$ cat src/rtl/core/assert_macros.svh
// ----------------------------------------------------------------------------
// Assertion macros
// Shared concurrent assertion forms, clocked on clk with rst as disable.
// ----------------------------------------------------------------------------
`ifndef ASSERT_MACROS_SVH
`define ASSERT_MACROS_SVH

// Property must hold at every clock edge outside reset
`define FBPA_ASSERT(label, prop, msg) \
  label: assert property (@(posedge clk) disable iff (rst) prop) else $error(msg);

// Condition must never be seen outside reset
`define FBPA_NEVER(label, cond, msg) \
  label: assert property (@(posedge clk) disable iff (rst) !(cond)) else $error(msg);

`endif

$ cat src/rtl/core/fbpa_pkg.sv
// ----------------------------------------------------------------------------
// fbpa_pkg
// Types, codes and fixed widths of the block pool allocator.
// ----------------------------------------------------------------------------
`default_nettype none

package fbpa_pkg;

  // Field widths
  localparam int FUNC_W = 2;
  localparam int BIDX_W = 6;
  localparam int STAT_W = 2;
  localparam int RIDX_W = 6;
  localparam int OFS_W  = 18;
  localparam int CNT_W  = 7;
  localparam int CAP_W  = 7;
  localparam int BSZ_W  = 13;

  // Configuration port
  localparam int CFG_IW = 1;
  localparam int CFG_DW = 13;
  localparam logic [CFG_IW-1:0] REG_POOL_CAPACITY = 1'd0;
  localparam logic [CFG_IW-1:0] REG_BLOCK_SIZE    = 1'd1;
  localparam logic [CAP_W-1:0]  CAP_RESET         = 7'd64;
  localparam logic [BSZ_W-1:0]  BSZ_RESET         = 13'd64;

  // Internal block index: capacity never exceeds 127, so 7 bits cover
  // every reachable block.
  localparam int IXW    = 7;
  localparam int WORD_W = 32;
  localparam int BW     = 5;
  localparam int WSW    = IXW - BW;

  typedef logic [IXW-1:0] blk_ix_t;

  typedef enum logic [FUNC_W-1:0] {
    FN_ALLOC   = 2'd0,
    FN_RELEASE = 2'd1,
    FN_FIRST   = 2'd2,
    FN_NEXT    = 2'd3
  } func_t;

  typedef enum logic [STAT_W-1:0] {
    ST_OK   = 2'd0,
    ST_NONE = 2'd1,
    ST_BAD  = 2'd2
  } status_t;

  // Request to the word scanner
  typedef struct packed {
    logic             want;
    logic [WSW-1:0]   wsel;
    blk_ix_t          from;
    blk_ix_t          cap;
  } scan_req_t;

  // Scanner answer
  typedef struct packed {
    logic    found;
    blk_ix_t pos;
  } scan_res_t;

endpackage

`default_nettype wire

$ cat src/rtl/core/fbpa_req_if.sv
// ----------------------------------------------------------------------------
// fbpa_req_if
// Request channel: function code and block index, valid/ready handshake.
// ----------------------------------------------------------------------------
`default_nettype none

interface fbpa_req_if import fbpa_pkg::*; ();
  logic              valid;
  logic              ready;
  logic [FUNC_W-1:0] func;
  logic [BIDX_W-1:0] block_index;

  modport source (output valid, output func, output block_index, input ready);
  modport sink   (input valid, input func, input block_index, output ready);
endinterface

`default_nettype wire

$ cat src/rtl/core/fbpa_rsp_if.sv
// ----------------------------------------------------------------------------
// fbpa_rsp_if
// Result channel: status, index, byte offset and used count.
// ----------------------------------------------------------------------------
`default_nettype none

interface fbpa_rsp_if import fbpa_pkg::*; ();
  logic              valid;
  logic              ready;
  logic [STAT_W-1:0] status;
  logic [RIDX_W-1:0] result_index;
  logic [OFS_W-1:0]  byte_offset;
  logic [CNT_W-1:0]  used_total;

  modport source (output valid, output status, output result_index,
                  output byte_offset, output used_total, input ready);
  modport sink   (input valid, input status, input result_index,
                  input byte_offset, input used_total, output ready);
endinterface

`default_nettype wire

$ cat src/rtl/core/fixed_block_pool_allocator_core.sv
// ----------------------------------------------------------------------------
// fixed_block_pool_allocator_core
// First-fit allocator over a pool of equal-size blocks.
// ----------------------------------------------------------------------------
// The used map sits in a RAM of 32-bit words (one bit per block) with a
// registered read; one row-valid flop per word makes the map read as all
// free after reset, so no clearing pass is needed. An accepted request is
// finished before the next one can be accepted; the time it takes grows with
// the number of map words the scan visits: one for a release, up to
// ceil(capacity / 32) for allocate and the searches, and zero when the
// answer follows from the count or the capacity alone. The result sits in
// an output register, so a new request is taken while the previous result
// waits to be read.
// Configuration writes are taken at any time but are meant for idle periods.
`default_nettype none

`include "assert_macros.svh"

module fixed_block_pool_allocator_core import fbpa_pkg::*; #(
  parameter int NUM_BLOCKS = 64
) (
  input  wire logic              clk,
  input  wire logic              rst,
  input  wire logic              cfg_we,
  input  wire logic [CFG_IW-1:0] cfg_index,
  input  wire logic [CFG_DW-1:0] cfg_data,
  fbpa_req_if.sink               req,
  fbpa_rsp_if.source             rsp
);

  localparam int NUM_WORDS = (NUM_BLOCKS + WORD_W - 1) / WORD_W;
  localparam int AW        = (NUM_WORDS > 1) ? $clog2(NUM_WORDS) : 1;

  typedef enum logic [2:0] {
    S_IDLE = 3'b001,
    S_SCAN = 3'b010,
    S_DONE = 3'b100
  } state_t;

  state_t state, state_next;

  // configuration registers
  logic [CAP_W-1:0] pool_capacity;
  logic [BSZ_W-1:0] block_size;

  // request context
  func_t          func_q;
  blk_ix_t        from_q;
  logic [WSW-1:0] wsel, wsel_next;
  status_t        status_q, status_next;
  blk_ix_t        res_q, res_next;
  logic [CNT_W-1:0] used_count, used_count_next;

  // map storage
  logic                row_valid [NUM_WORDS];
  logic [AW-1:0]       rd_addr;
  logic [WORD_W-1:0]   rd_data;
  logic [WORD_W-1:0]   word;
  logic                mem_we;
  logic [WORD_W-1:0]   mem_wdata;

  // output register
  logic              out_valid;
  status_t           out_status;
  logic [RIDX_W-1:0] out_index;
  logic [OFS_W-1:0]  out_offset;
  logic [CNT_W-1:0]  out_total;

  blk_ix_t   cap, cap_m1, idx_in, nxt_in, from_in;
  logic [WSW-1:0] last_w;
  logic      early;
  status_t   early_status;
  func_t     func_in;
  scan_req_t scan_req;
  scan_res_t scan_res;
  logic [BSZ_W+IXW-1:0] prod;

  // configuration writes
  always_ff @(posedge clk) begin
    if (rst) begin
      pool_capacity <= CAP_RESET;
      block_size    <= BSZ_RESET;
    end else if (cfg_we) begin
      unique case (cfg_index)
        REG_POOL_CAPACITY: pool_capacity <= cfg_data[CAP_W-1:0];
        REG_BLOCK_SIZE:    block_size    <= cfg_data[BSZ_W-1:0];
        default: ;
      endcase
    end
  end

  // active capacity and last reachable word
  always_comb begin
    if (int'(pool_capacity) > NUM_BLOCKS) begin
      cap = IXW'(NUM_BLOCKS);
    end else begin
      cap = pool_capacity;
    end
  end
  assign cap_m1 = cap - IXW'(1);
  assign last_w = cap_m1[IXW-1:BW];

  // decode of the incoming request: answers that need no map read
  assign func_in = func_t'(req.func);
  assign idx_in  = {1'b0, req.block_index};
  assign nxt_in  = idx_in + IXW'(1);

  always_comb begin
    early        = 1'b0;
    early_status = ST_NONE;
    from_in      = '0;
    unique case (func_in)
      FN_ALLOC: begin
        early = (used_count >= cap);
      end
      FN_RELEASE: begin
        early        = (idx_in >= cap);
        early_status = ST_BAD;
        from_in      = idx_in;
      end
      FN_FIRST: begin
        early = (used_count == '0) || (cap == '0);
      end
      FN_NEXT: begin
        early   = (nxt_in >= cap);
        from_in = nxt_in;
      end
      default: ;
    endcase
  end

  // map word read this cycle; rows never written read as free
  assign word = row_valid[AW'(wsel)] ? rd_data : '0;

  // read address: first word on accept, next word while scanning
  always_comb begin
    unique case (state)
      S_IDLE:  rd_addr = AW'(from_in[IXW-1:BW]);
      S_SCAN:  rd_addr = AW'(wsel + WSW'(1));
      default: rd_addr = AW'(wsel);
    endcase
  end

  fbpa_ram #(
    .WIDTH (WORD_W),
    .DEPTH (NUM_WORDS)
  ) u_map (
    .clk   (clk),
    .we    (mem_we),
    .waddr (AW'(wsel)),
    .wdata (mem_wdata),
    .raddr (rd_addr),
    .rdata (rd_data)
  );

  assign scan_req.want = (func_q != FN_ALLOC);
  assign scan_req.wsel = wsel;
  assign scan_req.from = from_q;
  assign scan_req.cap  = cap;

  fbpa_scan u_scan (
    .word (word),
    .req  (scan_req),
    .res  (scan_res)
  );

  // sequencer
  always_comb begin
    state_next      = state;
    wsel_next       = wsel;
    status_next     = status_q;
    res_next        = res_q;
    used_count_next = used_count;
    mem_we          = 1'b0;
    mem_wdata       = word;
    unique case (state)
      S_IDLE: begin
        if (req.valid) begin
          wsel_next   = from_in[IXW-1:BW];
          status_next = early_status;
          res_next    = '0;
          state_next  = early ? S_DONE : S_SCAN;
        end
      end
      S_SCAN: begin
        if (func_q == FN_RELEASE) begin
          // single word: test and clear the addressed bit
          if (word[from_q[BW-1:0]]) begin
            mem_we                     = 1'b1;
            mem_wdata[from_q[BW-1:0]]  = 1'b0;
            used_count_next            = used_count - CNT_W'(1);
            status_next                = ST_OK;
            res_next                   = from_q;
          end else begin
            status_next = ST_BAD;
          end
          state_next = S_DONE;
        end else if (scan_res.found) begin
          if (func_q == FN_ALLOC) begin
            mem_we                          = 1'b1;
            mem_wdata[scan_res.pos[BW-1:0]] = 1'b1;
            used_count_next                 = used_count + CNT_W'(1);
          end
          status_next = ST_OK;
          res_next    = scan_res.pos;
          state_next  = S_DONE;
        end else if (wsel == last_w) begin
          status_next = ST_NONE;
          state_next  = S_DONE;
        end else begin
          wsel_next = wsel + WSW'(1);
        end
      end
      S_DONE: begin
        if (!out_valid || rsp.ready) begin
          state_next = S_IDLE;
        end
      end
      default: state_next = S_IDLE;
    endcase
  end

  always_ff @(posedge clk) begin
    if (rst) begin
      state      <= S_IDLE;
      used_count <= '0;
    end else begin
      state      <= state_next;
      used_count <= used_count_next;
    end
  end

  // request context, no reset needed
  always_ff @(posedge clk) begin
    wsel     <= wsel_next;
    status_q <= status_next;
    res_q    <= res_next;
    if (state == S_IDLE && req.valid) begin
      func_q <= func_in;
      from_q <= from_in;
    end
  end

  // row valid bits: a row holds real data once written
  always_ff @(posedge clk) begin
    if (rst) begin
      for (int w = 0; w < NUM_WORDS; w++) begin
        row_valid[w] <= 1'b0;
      end
    end else if (mem_we) begin
      row_valid[AW'(wsel)] <= 1'b1;
    end
  end

  // offset product, registered in the output stage
  assign prod = (BSZ_W+IXW)'(res_q) * (BSZ_W+IXW)'(block_size);

  // output register
  always_ff @(posedge clk) begin
    if (rst) begin
      out_valid <= 1'b0;
    end else if (state == S_DONE && (!out_valid || rsp.ready)) begin
      out_valid <= 1'b1;
    end else if (rsp.ready) begin
      out_valid <= 1'b0;
    end
  end

  always_ff @(posedge clk) begin
    if (state == S_DONE && (!out_valid || rsp.ready)) begin
      out_status <= status_q;
      out_index  <= res_q[RIDX_W-1:0];
      out_offset <= prod[OFS_W-1:0];
      out_total  <= used_count;
    end
  end

  assign req.ready        = (state == S_IDLE);
  assign rsp.valid        = out_valid;
  assign rsp.status       = out_status;
  assign rsp.result_index = out_index;
  assign rsp.byte_offset  = out_offset;
  assign rsp.used_total   = out_total;

  // checks; the count step is only compared once the previous edge was out of reset
  `FBPA_ASSERT(a_count_bound, int'(used_count) <= NUM_BLOCKS, "used count above pool size")
  `FBPA_ASSERT(a_we_in_scan, mem_we |-> state == S_SCAN, "map written outside scan")
  `FBPA_ASSERT(a_accept_busy, (req.valid && req.ready) |=> state != S_IDLE, "accept lost")
  `FBPA_ASSERT(a_fail_zero,
    (rsp.valid && rsp.status != ST_OK) |-> (rsp.result_index == '0 && rsp.byte_offset == '0),
    "failed result not zero")
  `FBPA_NEVER(a_count_jump,
    !$past(rst) && (used_count - $past(used_count) + CNT_W'(1) > CNT_W'(2)),
    "count moved by more than one")

endmodule

`default_nettype wire

$ cat src/rtl/core/fbpa_ram.sv
// ----------------------------------------------------------------------------
// fbpa_ram
// Generic single-write, single-read RAM with registered read data.
// ----------------------------------------------------------------------------
`default_nettype none

module fbpa_ram #(
  parameter int WIDTH = 32,
  parameter int DEPTH = 2,
  localparam int AW   = (DEPTH > 1) ? $clog2(DEPTH) : 1
) (
  input  wire logic             clk,
  input  wire logic             we,
  input  wire logic [AW-1:0]    waddr,
  input  wire logic [WIDTH-1:0] wdata,
  input  wire logic [AW-1:0]    raddr,
  output logic      [WIDTH-1:0] rdata
);

  logic [WIDTH-1:0] mem [DEPTH];

  // write port
  always_ff @(posedge clk) begin
    if (we) begin
      mem[waddr] <= wdata;
    end
  end

  // registered read port
  always_ff @(posedge clk) begin
    rdata <= mem[raddr];
  end

endmodule

`default_nettype wire

$ cat src/rtl/core/fbpa_scan.sv
// ----------------------------------------------------------------------------
// fbpa_scan
// Finds the lowest bit of one map word that matches the wanted value and
// lies in the window [from, cap).
// ----------------------------------------------------------------------------
`default_nettype none

module fbpa_scan import fbpa_pkg::*; (
  input  wire logic [WORD_W-1:0] word,
  input  wire scan_req_t         req,
  output scan_res_t              res
);

  logic [WORD_W-1:0] cand;
  logic [BW-1:0]     low;

  // candidate bits: matching value and inside the window
  always_comb begin
    for (int b = 0; b < WORD_W; b++) begin
      cand[b] = (req.want ? word[b] : ~word[b])
                && ({req.wsel, BW'(b)} >= req.from)
                && ({req.wsel, BW'(b)} <  req.cap);
    end
  end

  // lowest candidate
  always_comb begin
    low = '0;
    for (int b = WORD_W - 1; b >= 0; b--) begin
      if (cand[b]) begin
        low = BW'(b);
      end
    end
  end

  assign res.found = |cand;
  assign res.pos   = {req.wsel, low};

endmodule

`default_nettype wire

$ cat src/flat_wrapper.sv
// flat-port wrapper written by rule: the top's interface ports become plain ports
module fixed_block_pool_allocator_core_flat import fbpa_pkg::*;
#(
  parameter int NUM_BLOCKS = 64
)
  (clk, rst, cfg_we, cfg_index, cfg_data, req_valid, req_func, req_block_index, req_ready, rsp_valid, rsp_status, rsp_result_index, rsp_byte_offset, rsp_used_total, rsp_ready);
  fbpa_req_if req_i ();
  fbpa_rsp_if rsp_i ();
  input  wire logic clk;
  input  wire logic rst;
  input  wire logic cfg_we;
  input  wire logic [CFG_IW-1:0] cfg_index;
  input  wire logic [CFG_DW-1:0] cfg_data;
  input wire logic [$bits(req_i.valid)-1:0] req_valid;
  input wire logic [$bits(req_i.func)-1:0] req_func;
  input wire logic [$bits(req_i.block_index)-1:0] req_block_index;
  output wire logic [$bits(req_i.ready)-1:0] req_ready;
  output wire logic [$bits(rsp_i.valid)-1:0] rsp_valid;
  output wire logic [$bits(rsp_i.status)-1:0] rsp_status;
  output wire logic [$bits(rsp_i.result_index)-1:0] rsp_result_index;
  output wire logic [$bits(rsp_i.byte_offset)-1:0] rsp_byte_offset;
  output wire logic [$bits(rsp_i.used_total)-1:0] rsp_used_total;
  input wire logic [$bits(rsp_i.ready)-1:0] rsp_ready;
  assign req_i.valid = req_valid;
  assign req_i.func = req_func;
  assign req_i.block_index = req_block_index;
  assign req_ready = req_i.ready;
  assign rsp_valid = rsp_i.valid;
  assign rsp_status = rsp_i.status;
  assign rsp_result_index = rsp_i.result_index;
  assign rsp_byte_offset = rsp_i.byte_offset;
  assign rsp_used_total = rsp_i.used_total;
  assign rsp_i.ready = rsp_ready;
  fixed_block_pool_allocator_core #(.NUM_BLOCKS(NUM_BLOCKS)) u_core (.clk(clk), .rst(rst), .cfg_we(cfg_we), .cfg_index(cfg_index), .cfg_data(cfg_data), .req(req_i), .rsp(rsp_i));
endmodule
$ cat config.mk
export PLATFORM = sky130hd
export DESIGN_NAME = fixed_block_pool_allocator_core_flat
export DESIGN_NICKNAME = d
export VERILOG_FILES = /design/src/rtl/core/fbpa_pkg.sv /design/src/rtl/core/fbpa_req_if.sv /design/src/rtl/core/fbpa_rsp_if.sv /design/src/rtl/core/fixed_block_pool_allocator_core.sv /design/src/rtl/core/fbpa_ram.sv /design/src/rtl/core/fbpa_scan.sv /design/src/flat_wrapper.sv
export VERILOG_INCLUDE_DIRS = /design/src /design/src/rtl/core
export SDC_FILE = /design/constraint.sdc
export NUM_CORES = 1
export LEC_CHECK = 0
export BUFFER_PORTS_ARGS = -buffer_cell sky130_fd_sc_hd__buf_2
export CORE_ASPECT_RATIO = 0.8
export CORE_MARGIN = 1
export CORE_UTILIZATION = 41
export DETAILED_ROUTE_END_ITERATION = 10
export MAX_ROUTING_LAYER = met4
export SYNTH_ARGS = -nofsm -noshare
export SYNTH_HDL_FRONTEND = slang
export SYNTH_HIERARCHICAL = 1
export SYNTH_SLANG_ARGS = --single-unit
$ cat constraint.sdc
create_clock -name clk -period 14.9 [get_ports clk]
set_clock_uncertainty 0.15 [all_clocks]
set_input_delay 0.745 -clock clk [delete_from_list [all_inputs] [get_ports clk]]
set_output_delay 0.745 -clock clk [all_outputs]
set_load 0.01 [all_outputs]
==> results of run 1 <==
-- worst max-delay path: cells and delay by family, from the launching register on --
kind	cells	cell delay (ns)
AND/OR/NAND/NOR	10	2.50
AO/OA/AOI/OAI	1	0.97
buffers and inverters	4	0.87
flip-flops	1	0.46
adder cells (fa/ha/maj)	1	0.34
-- area by class of cell --
type | instances | share of cell area (%)
clock buffer | 17 | 3.038
clock inverter | 15 | 1.403
inverter | 86 | 2.305
multi-input combinational | 955 | 52.38
sequential | 183 | 34.52
tap | 413 | 3.690
timing repair buffer | 70 | 2.663
-- metal layers --
layer / vias up / global-route usage, % / wire length (um)
met1: 4702 / 32.47 / 16540
met5: - / - / 0
li1: 4541 / - / -
met2: 287 / 31.80 / 14540
met3: 38 / 3.780 / 1816
met4: 0 / 5.413 / 435
-- state kept, by name, summed over array words and instances (netlist names), named ones only --
signal                   flops
u_core/used_count            7
u_core/u_map/mem            64
u_core/func_q                2
u_core/status_q              2
u_core/wsel                  2
u_core/res_q                 7
u_core/u_map/rdata          32
u_core/rsp.used_total        7
u_core/state                 3
u_core/pool_capacity         7
u_core/block_size           13
u_core/rsp.status            2
u_core/from_q                7
u_core/row_valid             2
u_core/rsp.result_index      6
u_core/rsp.byte_offset      18
u_core/rsp.valid             1
-- worst min path at each step --
stage	to	slack [ns]	depth (start not counted)
after global routing	u_core/rsp.status[0]$_DFFE_PP_	0.29	0
after CTS	u_core/rsp.status[1]$_DFFE_PP_	0.28	0
final	u_core/rsp.status[0]$_DFFE_PP_	0.28	0
after global placement	u_core/rsp.status[1]$_DFFE_PP_	0.25	0
after detailed placement	u_core/rsp.status[1]$_DFFE_PP_	0.27	0
after floorplan	u_core/rsp.status[0]$_DFFE_PP_	0.25	0
-- cell usage in the layout (no fill, tap or decap), types with 7 or more instances in the layout --
cell and count:
nand3b_1 7, o21ai_0 21, ha_1 63, o211ai_1 11, clkbuf_16 17, a211oi_1 7
dfxtp_1 66, nor3_1 17, fa_1 54, nor2b_1 7, nand2b_1 18, a21o_1 16
buf_4 9, mux2_4 30, inv_1 85, nand3_1 11, nand2_1 126, a21oi_1 104
o21a_1 8, and3_1 9, and2_1 99, mux2i_1 28, nand4_1 7, o22ai_1 10
xnor2_1 34, xor2_1 30, edfxtp_1 117, buf_2 61, nor2_1 107, nor3b_1 7
-- report_power, final --
group	internal [W]	switching (W)	total, W
clock network	0.000231	0.000239	0.000470
registers	0.000558	0.0000246	0.000583
logic	0.000129	0.000214	0.000343
-- per-stage QoR --
step | instances | setup WS, ns | hold slack (ns)
finish | 1739 | 9.237 | 0.2815
global route | 1739 | 8.870 | 0.2912
CTS | 1739 | 9.255 | 0.2847
detailed placement | 1707 | 9.262 | 0.2652
global placement | 1707 | 9.325 | 0.2522
floorplan | 1278 | 9.709 | 0.2503
-- cell families after synthesis --
family / share of synthesized area, %
XOR/XNOR: 4.378
multiplexers: 6.147
AND/OR/NAND/NOR: 18.83
AO/OA/AOI/OAI: 13.20
buffers and inverters: 5.072
adder cells (fa/ha/maj): 14.60
flip-flops: 37.76
==> insert_results.sql, run 1 <==
INSERT INTO impl_metrics (metric_group, metric, value, unit) VALUES
('power', 'power.density_cell_area', '99.73', 'nW/um^2'),
('critical_path', 'worstPathRequired', '14.83', 'ns'),
('cts', 'number_of_levels_the_h_tree_was_split_into', '4', ''),
('critical_path', 'worst_ep_arrival_time', '5.60', 'ns'),
('floorplan', 'fp-row-count', '57', ''),
('global_routing', 'grt_max_degree', '37', ''),
('critical_path', 'crit_path_end', 'u_core/u_map/mem[0][23]$_DFFE_PP_', ''),
('floorplan', 'dieHeight', '160.1', 'um'),
('timing', 'fmaxAchievable', '176.6', 'MHz'),
('cts', 'clockBufferDepth', '2', ''),
('power', 'power.ir.vdd_worst', '0.08161', 'mV'),
('critical_path', 'cp-startpoint', 'u_core/pool_capacity[6]$_SDFFE_PP1P_', ''),
('timing', 'layout_min_cycle_time', '5.663', 'ns'),
('critical_path', 'critical_setup_path_class', 'reg -> reg', ''),
('critical_path', 'worst_setup_path_end_kind', 'register', ''),
('timing', 'tightest_slew', '1.215', 'ns'),
('cts', 'cts_repair_resize_count', '0', ''),
('cts', 'clkTransAtPathRegs', '0.08', 'ns'),
('timing', 'hold_viol_final', '0', ''),
('synthesis', 'ys_types', '90', ''),
('final_layout', 'multi_input_area', '7335', 'sq um'),
('critical_path', 'worst_setup_slack_for_register_to_register_paths', '9.24', 'ns'),
('outcome', 'status', 'completed', ''),
('timing', 'slew_viol_final', '0', ''),
('cts', 'clkLatencyLatePin', '0.46', 'ns'),
('critical_path', 'worstPathCellList', 'clkinv_1 -> nand2_1 -> inv_1 -> inv_1 -> ha_1 -> nand4bb_1 -> nand2_4 -> or4b_1 -> nand2_1 -> nor2_1 -> and2_1 -> nand3b_1 -> nand2_1 -> o22ai_1 -> nor2b_2 -> buf_4', ''),
('final_layout', 'layout-drive-gt1-share', '12.75', '%'),
('final_layout', 'final_core_util', '45.88', '%'),
('synthesis', 'synth-seq-area-share', '37.76', '%'),
('power', 'power', '0.001397', 'W'),
('global_routing', 'globalRoute.totalOverflow', '0', ''),
('hold_path', 'worstHoldStart', 'u_core/status_q[0]$_DFFE_PP_', ''),
('cts', 'cts_tree', 'done', ''),
('floorplan', 'fp.coreArea', '30520', 'sq um'),
('synthesis', 'number_of_cells_produced_by_synthesis', '1278', ''),
('drt', 'detailroute.via_count', '9568', ''),
('final_layout', 'design_area', '14000', 'sq um'),
('drt', 'drt.antenna.violating_nets', '0', ''),
('drt', 'overall_routed_net_length', '33330', 'um'),
('critical_path', 'worst_path_max_delay_cell', 'o22ai_1', ''),
('cts', 'postCtsSetupRepairBufs', '0', ''),
('synthesis', 'synth.most_common_cell', 'nand2_1', ''),
('final_layout', 'syn2layout_area_growth', '9.382', '%'),
('placement', 'placed_area', '13380', 'sq um'),
('floorplan', 'die_w', '199.6', 'um'),
('critical_path', 'worst-path-max-fanout', '32', ''),
('synthesis', 'synth_area_leader_cell', 'edfxtp_1', ''),
('placement', 'placement.io_buffers', '61', ''),
('global_routing', 'groute.usage.overall', '22.25', '%'),
('critical_path', 'kind_of_start_point_of_the_critical_path', 'register', ''),
('critical_path', 'cpPeakStageDelay', '0.97', 'ns'),
('synthesis', 'synth.cells.most_frequent', '126 x nand2_1, 117 x edfxtp_1, 107 x nor2_1, 104 x a21oi_1, 99 x and2_1', ''),
('global_routing', 'grt_first_pass_wirelength', '52760', 'um'),
('timing', 'maxSlewHeadroom', '19.02', '%'),
('synthesis', 'yosys.area.top_type_share', '27.44', '%'),
('timing', 'setup_repair_after_global_routing_missed_its_margin', 'no', ''),
('final_layout', 'register_area', '4835', 'sq um'),
('placement', 'gp_routability_congestion', '0.9639', ''),
('synthesis', 'synth-seq-cells', '183', ''),
('floorplan', 'die_area', '31940', 'sq um'),
('cts', 'cts-hold-fix-buffers', '0', ''),
('floorplan', 'boundaryPins', '62', ''),
('synthesis', 'flip_flop_cell_with_the_highest_count_after_synthesis', 'edfxtp_1', ''),
('drt', 'count_of_tritonroute_iterations_in_the_first_routing_pass', '5', ''),
('drt', 'detail_route.wl_per_cell', '19.17', 'um'),
('job', 'maxCapViolCount', '0', ''),
('drt', 'post_drt_via_cell_ratio', '5.502', ''),
('global_routing', 'initial_antenna_violation_count', '0', ''),
('synthesis', 'synth.avg_cell_area', '10.02', 'sq um'),
('final_layout', 'antenna_cells_inserted', '0', ''),
('power', 'static-leakage-power', '5.713', 'nW');
Power figures use the tool's default switching activity.
==> inputs of run 2 (changes only) <==
--- a/config.mk
+++ b/config.mk
@@ -6,6 +6,7 @@
 export SDC_FILE = /design/constraint.sdc
 export NUM_CORES = 1
 export LEC_CHECK = 0
+export ABC_AREA = 1
 export BUFFER_PORTS_ARGS = -buffer_cell sky130_fd_sc_hd__buf_2
 export CORE_ASPECT_RATIO = 0.8
 export CORE_MARGIN = 1
==> constraint.sdc (replaced) <==
create_clock -name clk -period 5.2 [get_ports clk]
set_clock_uncertainty 0.15 [all_clocks]
set_input_delay 0.26 -clock clk [delete_from_list [all_inputs] [get_ports clk]]
set_output_delay 0.26 -clock clk [all_outputs]
set_load 0.01 [all_outputs]
==> insert_results.sql, run 2 <==
INSERT INTO impl_metrics (metric_group, metric, value, unit) VALUES
('power', 'power.density_cell_area', '358.6', 'nW/um^2'),
('floorplan', 'die_w', '201.6', 'um'),
('cts', 'clkLatencyLatePin', '0.44', 'ns'),
('timing', 'maxSlewHeadroom', '3.819', '%'),
('drt', 'count_of_tritonroute_iterations_in_the_first_routing_pass', '8', ''),
('final_layout', 'final.fill_count', '3076', ''),
('critical_path', 'cpPeakStageDelay', '0.56', 'ns'),
('critical_path', 'critical_setup_path_class', 'reg -> reg', ''),
('drt', 'post_drt_via_cell_ratio', '5.158', ''),
('timing', 'fmaxAchievable', '207.8', 'MHz'),
('cts', 'number_of_buffers_added_by_the_clock_tree_synthesis_step', '17', ''),
('final_layout', 'mostFrequentLayoutCell', 'nand2_1', ''),
('floorplan', 'effective_utilization_at_floorplan', '41.60', '%'),
('critical_path', 'worst_setup_path_end_kind', 'register', ''),
('critical_path', 'crit-reg2reg-capture', 'u_core/rsp.byte_offset[14]$_DFFE_PP_', ''),
('hold_path', 'whs_path_depth', '4', ''),
('placement', 'gp_routability_congestion', '0.9646', ''),
('critical_path', 'kind_of_start_point_of_the_critical_path', 'register', ''),
('final_layout', 'syn2layout_area_growth', '12.14', '%'),
('critical_path', 'worstPathRequired', '5.23', 'ns'),
('cts', 'clk_root_buffer_cell', 'clkbuf_16', ''),
('synthesis', 'yosys-top-cells-area', 'edfxtp_1 27%, nand2_1 11%, dfxtp_1 10%', ''),
('final_layout', 'number_of_nets_at_the_end_of_the_flow', '1836', ''),
('critical_path', 'worstPathCellList', 'buf_4 -> nand2_1 -> inv_1 -> fa_1 -> fa_1 -> fa_1 -> inv_1 -> fa_1 -> inv_1 -> ha_1 -> a21oi_1 -> o21ai_0 -> a21boi_0 -> o21ai_0 -> xor2_1', ''),
('hold_path', 'worstHoldStart', 'rsp_ready', ''),
('critical_path', 'reg2reg_from', 'u_core/res_q[2]$_SDFFCE_PN0P_', ''),
('synthesis', 'synth_nets', '1754', ''),
('synthesis', 'synth.avg_cell_area', '8.120', 'sq um'),
('timing', 'tightest_slew', '1.432', 'ns'),
('critical_path', 'path_buf_inv', '4', ''),
('placement', 'post-dp-hpwl', '27530', 'um'),
('floorplan', 'die_area', '32610', 'sq um'),
('power', 'power', '0.005257', 'W'),
('synthesis', 'synth.most_common_cell', 'nand2_1', ''),
('outcome', 'status', 'completed', ''),
('global_routing', 'initial_antenna_violation_count', '0', ''),
('global_routing', 'groute.usage.overall', '23.42', '%'),
('global_routing', 'globalRoute.totalOverflow', '0', ''),
('final_layout', 'antenna_cells_inserted', '0', ''),
('drt', 'post-route-drc-count', '0', ''),
('drt', 'drt.antenna.violating_nets', '0', ''),
('timing', 'hold_viol_final', '0', ''),
('critical_path', 'critPathMostFrequentCell', 'fa_1', ''),
('drt', 'detail_route.wl_per_cell', '17.19', 'um'),
('critical_path', 'worst-path-max-fanout', '8', ''),
('synthesis', 'synthArstFlopShare', '0', '%'),
('timing', 'fin_setup_tns', '0', 'ns'),
('hold_path', 'timing.hold.worst_endpoint', 'u_core/rsp.valid$_SDFFE_PP0P_', ''),
('synthesis', 'yosys.area.top_type_share', '26.88', '%'),
('critical_path', 'worst_setup_slack_for_register_to_register_paths', '0.39', 'ns'),
('placement', 'placement.io_buffers', '61', ''),
('final_layout', 'largest_register_ffs', '64', ''),
('global_routing', 'grt_first_pass_wirelength', '57470', 'um'),
('synthesis', 'synth_area_leader_cell', 'edfxtp_1', ''),
('timing', 'layout_min_cycle_time', '4.813', 'ns'),
('power', 'static-leakage-power', '7.141', 'nW'),
('drt', 'overall_routed_net_length', '36520', 'um'),
('cts', 'number_of_levels_the_h_tree_was_split_into', '4', ''),
('floorplan', 'fp-row-count', '58', ''),
('critical_path', 'crit_family', 'adder cells', ''),
('synthesis', 'flip_flop_cell_with_the_highest_count_after_synthesis', 'edfxtp_1', ''),
('global_routing', 'grt_max_degree', '36', ''),
('critical_path', 'worst-r2r-cell-count', '15', ''),
('floorplan', 'dieHeight', '161.7', 'um'),
('critical_path', 'worst_path_max_delay_cell', 'fa_1', ''),
('synthesis', 'ys.warnings.count', '6', ''),
('final_layout', 'registers.top_by_ff_count', 'u_core/u_map/mem', ''),
('cts', 'cts_num_sinks', '183', ''),
('global_routing', 'first_global_vias', '10400', ''),
('synthesis', 'netlist_area', '13070', 'sq um'),
('timing', 'setup_repair_after_global_routing_missed_its_margin', 'no', ''),
('cts', 'cts_tree', 'done', ''),
('cts', 'clkTransAtPathRegs', '0.08', 'ns'),
('final_layout', 'layout.cells.most_common_list', '376 x nand2_1, 273 x inv_1, 130 x nor2_1, 117 x edfxtp_1, 70 x o21ai_0', ''),
('final_layout', 'layout-drive-gt1-share', '12.38', '%'),
('job', 'maxCapViolCount', '0', ''),
('synthesis', 'synth-seq-area-share', '36.98', '%'),
('timing', 'final_min_period_over_clock_period', '92.55', '%'),
('timing', 'slew_viol_final', '0', ''),
('drt', 'detailroute.via_count', '10961', ''),
('synthesis', 'number_of_cells_produced_by_synthesis', '1610', ''),
('drt', 'dr.first_iter.drc_count', '1076', ''),
('cts', 'postCtsSetupRepairBufs', '0', ''),
('cts', 'clockBufferDepth', '2', ''),
('critical_path', 'worst_ep_arrival_time', '4.85', 'ns'),
('synthesis', 'ys_types', '53', ''),
('synthesis', 'synth_enable_flop_cells', '117', ''),
('power', 'power.ir.vdd_worst', '0.2638', 'mV'),
('synthesis', 'synth.cells.most_frequent', '376 x nand2_1, 275 x inv_1, 132 x nor2_1, 117 x edfxtp_1, 70 x o21ai_0', ''),
('hold_path', 'worst_hold_path_type', 'in -> reg', ''),
('floorplan', 'fp.coreArea', '31420', 'sq um'),
('floorplan', 'boundaryPins', '62', ''),
('synthesis', 'synth-seq-cells', '183', ''),
('timing', 'finalSetupViolations', '0', '');
[run 2: cell types whose count changed in the layout (fill, tap and decap cells not counted), sizes merged, moves of 44 or more]
cell,delta
inv,+207
o21ai,+58
and2,-100
nand2,+266
a21oi,-44
nand3,+56
[run 2: worst max path at each step]
stage,start,to,slack [ns],cells after the start
2_1_floorplan,u_core/pool_capacity[6]$_SDFFE_PP1P_,u_core/u_map/mem[0][0]$_DFFE_PP_,0.08,24
3_3_place_gp,u_core/pool_capacity[1]$_SDFFE_PP0P_,u_core/u_map/mem[0][0]$_DFFE_PP_,0.25,43
3_5_place_dp,u_core/pool_capacity[6]$_SDFFE_PP1P_,u_core/u_map/mem[1][4]$_DFFE_PP_,0.27,41
4_1_cts,u_core/pool_capacity[1]$_SDFFE_PP0P_,u_core/u_map/mem[0][0]$_DFFE_PP_,0.25,43
5_1_grt,u_core/pool_capacity[1]$_SDFFE_PP0P_,u_core/u_map/mem[1][21]$_DFFE_PP_,0.004,45
6_report,u_core/res_q[2]$_SDFFCE_PN0P_,u_core/rsp.byte_offset[14]$_DFFE_PP_,0.39,15
[run 2: through the flow]
step                      hold slack (ns)  std cells  utilization [%]  area [sq um]  setup WS (ns)
after global routing              0.03701       2125            46.65         14660       0.004178
after global placement             0.2596       2078            44.25         13900         0.2481
after floorplan                    0.1724       1610                -         13070        0.08224
final                             0.03104       2125            46.65         14660         0.3872
after detailed placement           0.2545       2078            44.25         13900         0.2723
after CTS                         0.01549       2125            46.62         14650         0.2453
[run 2: power by group]
| group | total (W) | internal [W] | switching [W] |
|---|---|---|---|
| combinational | 0.00216 | 0.000710 | 0.00145 |
| sequential | 0.00179 | 0.00169 | 0.000104 |
| clock | 0.00131 | 0.000670 | 0.000635 |
[run 2: routing by layer]
| layer | wire length [um] | global-route usage, % | share of wire [%] |
|---|---|---|---|
| met5 | 0 | - | 0 |
| met4 | 575 | 5.337 | 1.6 |
| met3 | 2543 | 4.173 | 7.0 |
| met2 | 15520 | 34.12 | 43 |
| met1 | 17880 | 33.74 | 49 |
[run 2: cell type report]
class	instances	area, sq um	area share (%)
Clock inverter	14	143.9	0.9816
Timing Repair Buffer	121	818.3	5.582
Multi-Input combinational cell	1079	6788	46.30
Inverter	290	1099	7.494
Clock buffer	18	450.4	3.073
Sequential cell	183	4835	32.98
Tap cell	420	525.5	3.585
[run 2: cells by family after synthesis]
kind of cell | count (synthesis) | synth area share, %
AO/OA/AOI/OAI | 233 | 11.28
XOR/XNOR | 63 | 4.221
adder cells (fa/ha/maj) | 117 | 14.30
buffers and inverters | 348 | 11.30
flip-flops | 183 | 36.98
AND/OR/NAND/NOR | 666 | 21.91
[run 2: what timing repair did]
item,4_1_cts,5_1_grt
setup endpoints to repair,0,42
gates resized for setup,0,4
hold endpoints to repair,21,0
hold buffers,15,0
[run 2: tightest hold or removal path, stage by stage]
cell	delay [ns]
buf_2	0.08
nor2_1	0.07
inv_1	0.09
a21oi_1	0.07
==> inputs of run 3 (changes only) <==
--- a/config.mk
+++ b/config.mk
@@ -10,9 +10,11 @@
 export BUFFER_PORTS_ARGS = -buffer_cell sky130_fd_sc_hd__buf_2
 export CORE_ASPECT_RATIO = 0.8
 export CORE_MARGIN = 1
-export CORE_UTILIZATION = 41
+export CORE_UTILIZATION = 50
 export DETAILED_ROUTE_END_ITERATION = 10
 export MAX_ROUTING_LAYER = met4
+export PLACE_DENSITY = 0.7
+export SETUP_SLACK_MARGIN = 0.2
 export SYNTH_ARGS = -nofsm -noshare
 export SYNTH_HDL_FRONTEND = slang
 export SYNTH_HIERARCHICAL = 1
==> insert_results.sql, run 3 (synthesis results as in run 2) <==
INSERT INTO impl_metrics (metric_group, metric, value, unit) VALUES
('outcome', 'status', 'completed', ''),
('placement', 'gp_routability_congestion', '0.9982', ''),
('drt', 'met2_length', '15660', 'um'),
('power', 'power.ir.vdd_worst', '0.2973', 'mV'),
('critical_path', 'worst_setup_slack_for_register_to_register_paths', '0.48', 'ns'),
('timing', 'slew_viol_final', '0', ''),
('cts', 'clk_root_buffer_cell', 'clkbuf_16', ''),
('global_routing', 'grt_first_pass_wirelength', '56390', 'um'),
('cts', 'number_of_buffers_added_by_the_clock_tree_synthesis_step', '17', ''),
('hold_path', 'worst_hold_path_type', 'in -> reg', ''),
('final_layout', 'number_of_nets_at_the_end_of_the_flow', '1855', ''),
('global_routing', 'groute.usage.overall', '28.34', '%'),
('floorplan', 'die_w', '182.8', 'um'),
('timing', 'maxSlewHeadroom', '27.11', '%'),
('final_layout', 'registers.top_by_ff_count', 'u_core/u_map/mem', ''),
('job', 'maxCapViolCount', '0', ''),
('cts', 'clockBufferDepth', '2', ''),
('global_routing', 'globalRoute.totalOverflow', '0', ''),
('global_routing', 'initial_antenna_violation_count', '0', ''),
('critical_path', 'cp-startpoint', 'u_core/res_q[6]$_SDFFCE_PN0P_', ''),
('timing', 'tightest_slew', '1.091', 'ns'),
('critical_path', 'worst-path-max-fanout', '6', ''),
('hold_path', 'timing.hold.worst_endpoint', 'u_core/from_q[1]$_DFFE_PP_', ''),
('critical_path', 'worst-r2r-cell-count', '17', ''),
('drt', 'drt.antenna.violating_nets', '0', ''),
('floorplan', 'boundaryPins', '62', ''),
('final_layout', 'design_area', '14820', 'sq um'),
('power', 'power_switching_share', '41.95', '%'),
('drt', 'detailroute.via_count', '11160', ''),
('power', 'net_switching_power_figure', '0.002252', 'W'),
('critical_path', 'critPathMostFrequentCell', 'inv_1', ''),
('floorplan', 'fp-row-count', '52', ''),
('critical_path', 'worst_setup_path_end_kind', 'register', ''),
('drt', 'route.top_layer_used', 'met4', ''),
('critical_path', 'reg2reg_from', 'u_core/res_q[6]$_SDFFCE_PN0P_', ''),
('critical_path', 'critical_setup_path_class', 'reg -> reg', ''),
('final_layout', 'final.fill_count', '2339', ''),
('placement', 'placed_area', '13830', 'sq um'),
('timing', 'final_min_period_over_clock_period', '90.85', '%'),
('hold_path', 'worstHoldStart', 'req_block_index[1]', ''),
('hold_path', 'whs_path_depth', '2', ''),
('power', 'clockPowerShare', '24.3', '%'),
('power', 'power', '0.005368', 'W'),
('critical_path', 'worst_ep_arrival_time', '4.76', 'ns'),
('critical_path', 'cpPeakStageDelay', '0.53', 'ns'),
('power', 'static-leakage-power', '7.245', 'nW'),
('drt', 'detail_route.wl_per_cell', '17.45', 'um'),
('drt', 'post-route-drc-count', '0', ''),
('drt', 'count_of_tritonroute_iterations_in_the_first_routing_pass', '6', ''),
('final_layout', 'largest_register_ffs', '64', ''),
('global_routing', 'grt_max_degree', '36', ''),
('floorplan', 'effective_utilization_at_floorplan', '51.26', '%'),
('timing', 'fmaxAchievable', '211.7', 'MHz'),
('drt', 'drt-met1-wl', '16330', 'um'),
('critical_path', 'crit-reg2reg-capture', 'u_core/rsp.byte_offset[15]$_DFFE_PP_', ''),
('floorplan', 'fp.coreArea', '25500', 'sq um'),
('final_layout', 'mostFrequentLayoutCell', 'nand2_1', ''),
('critical_path', 'crit_family', 'adder cells', ''),
('critical_path', 'worstPathCellList', 'buf_4 -> nand2_1 -> inv_1 -> fa_1 -> inv_1 -> fa_1 -> inv_1 -> fa_1 -> inv_1 -> fa_1 -> inv_1 -> ha_1 -> a21oi_1 -> inv_1 -> a221oi_1 -> o21ai_0 -> xor2_1', ''),
('timing', 'hold_viol_final', '0', ''),
('critical_path', 'kind_of_start_point_of_the_critical_path', 'register', ''),
('timing', 'setup_repair_after_global_routing_missed_its_margin', 'yes', ''),
('final_layout', 'antenna_cells_inserted', '0', ''),
('placement', 'post-dp-hpwl', '27290', 'um'),
('floorplan', 'die_area', '26800', 'sq um'),
('timing', 'postLayoutSetupSlackWorst', '0.4758', 'ns'),
('final_layout', 'layout-drive-gt1-share', '14.21', '%'),
('timing', 'layout_min_cycle_time', '4.724', 'ns'),
('final_layout', 'syn2layout_area_growth', '13.36', '%'),
('drt', 'dr.first_iter.drc_count', '1170', ''),
('placement', 'placement.io_buffers', '61', ''),
('timing', 'finalSetupViolations', '0', ''),
('power', 'power.density_cell_area', '362.2', 'nW/um^2'),
('cts', 'clkLatencyLatePin', '0.44', 'ns'),
('critical_path', 'path_buf_inv', '7', ''),
('power', 'combinational_cell_fraction_of_total_power', '42.4', '%'),
('drt', 'post_drt_via_cell_ratio', '5.378', ''),
('timing', 'fin_setup_tns', '0', 'ns'),
('cts', 'clkTransAtPathRegs', '0.08', 'ns'),
('placement', 'preCtsSetupSlack', '0.2004', 'ns'),
('drt', 'routed-wl-met3', '3437', 'um'),
('drt', 'overall_routed_net_length', '36220', 'um'),
('cts', 'number_of_levels_the_h_tree_was_split_into', '4', ''),
('cts', 'cts_tree', 'done', ''),
('critical_path', 'worstPathRequired', '5.23', 'ns'),
('global_routing', 'first_global_vias', '10401', ''),
('floorplan', 'dieHeight', '146.6', 'um'),
('final_layout', 'layout.cells.most_common_list', '375 x nand2_1, 273 x inv_1, 129 x nor2_1, 117 x edfxtp_1, 70 x o21ai_0', ''),
('power', 'internal_power', '0.003116', 'W'),
('critical_path', 'worst_path_max_delay_cell', 'fa_1', ''),
('power', 'power_frac_seq', '33.4', '%'),
('cts', 'cts_num_sinks', '183', '');
==> run 3: cell types whose count changed in the layout (fill, tap and decap cells not counted), sizes merged <==
cell         before  now
dlygate4sd3      15   17
clkinvlp          1    0
buf             106  122
clkinv            4    8
inv             299  297
==> run 3: worst reg2reg max path, stage by stage, from the launching register on <==
cell	delay (ns)
edfxtp_1	0.46
buf_4	0.20
nand2_1	0.06
inv_1	0.06
fa_1	0.52
inv_1	0.06
fa_1	0.53
inv_1	0.05
fa_1	0.52
inv_1	0.05
fa_1	0.53
inv_1	0.04
ha_1	0.35
a21oi_1	0.16
inv_1	0.08
a221oi_1	0.30
o21ai_0	0.17
xor2_1	0.16
==> run 3: what timing repair did <==
action                                 CTS  global route
endpoints found under the hold margin   22             0
setup endpoints to repair                1            64
gates resized for setup                  0            26
cloned                                   0             0
buffers inserted                         1            14
pin swaps                                0             3
hold buffers                            17             0
==> run 3: layout make-up <==
class / instances / area, sq um / area share [%]
inverters: 290 / 1101 / 7.430
repair buffers: 140 / 970.9 / 6.552
well taps: 351 / 439.2 / 2.964
multi-input cells: 1079 / 6868 / 46.34
clock inverters: 15 / 177.7 / 1.199
flip-flops and latches: 183 / 4837 / 32.64
clock buffers: 17 / 425.4 / 2.871
==> run 3: how the worst max path moves through the flow <==
| stage | slack (ns) | cells after the start | endpoint |
|---|---|---|---|
| after global routing | 0.13 | 40 | u_core/u_map/mem[0][0]$_DFFE_PP_ |
| after detailed placement | 0.20 | 16 | u_core/rsp.byte_offset[14]$_DFFE_PP_ |
| after floorplan | 0.54 | 17 | u_core/rsp.byte_offset[14]$_DFFE_PP_ |
| final | 0.48 | 17 | u_core/rsp.byte_offset[15]$_DFFE_PP_ |
| after CTS | 0.22 | 18 | u_core/rsp.byte_offset[14]$_DFFE_PP_ |
| after global placement | 0.26 | 16 | u_core/rsp.byte_offset[14]$_DFFE_PP_ |
==> run 3: metal layers <==
layer / GRT usage [%] / up-vias
met1: 39.44 / 5129
met5: - / -
met2: 40.38 / 540
met4: 8.292 / 0
li1: - / 5426
met3: 7.458 / 65
==> run 3: through the flow <==
step | hold slack, ns | util [%] | cells
3_5_place_dp | 0.2562 | 54.23 | 2011
5_1_grt | 0.03899 | 58.10 | 2075
3_3_place_gp | 0.2550 | 54.23 | 2011
4_1_cts | 0.01725 | 57.29 | 2061
6_report | 0.03608 | 58.10 | 2075
2_1_floorplan | 0.1724 | - | 1610
==> run 3: power by group through the flow <==
stage	Combinational (W)	Clock, W	Sequential [W]
6_report	0.00227	0.00130	0.00179
4_1_cts	0.00213	0.00134	0.00180
3_3_place_gp	0.00208	0	0.00183
5_1_grt	0.00253	0.00139	0.00180
3_5_place_dp	0.00210	0	0.00183
2_1_floorplan	0.00155	0	0.00178
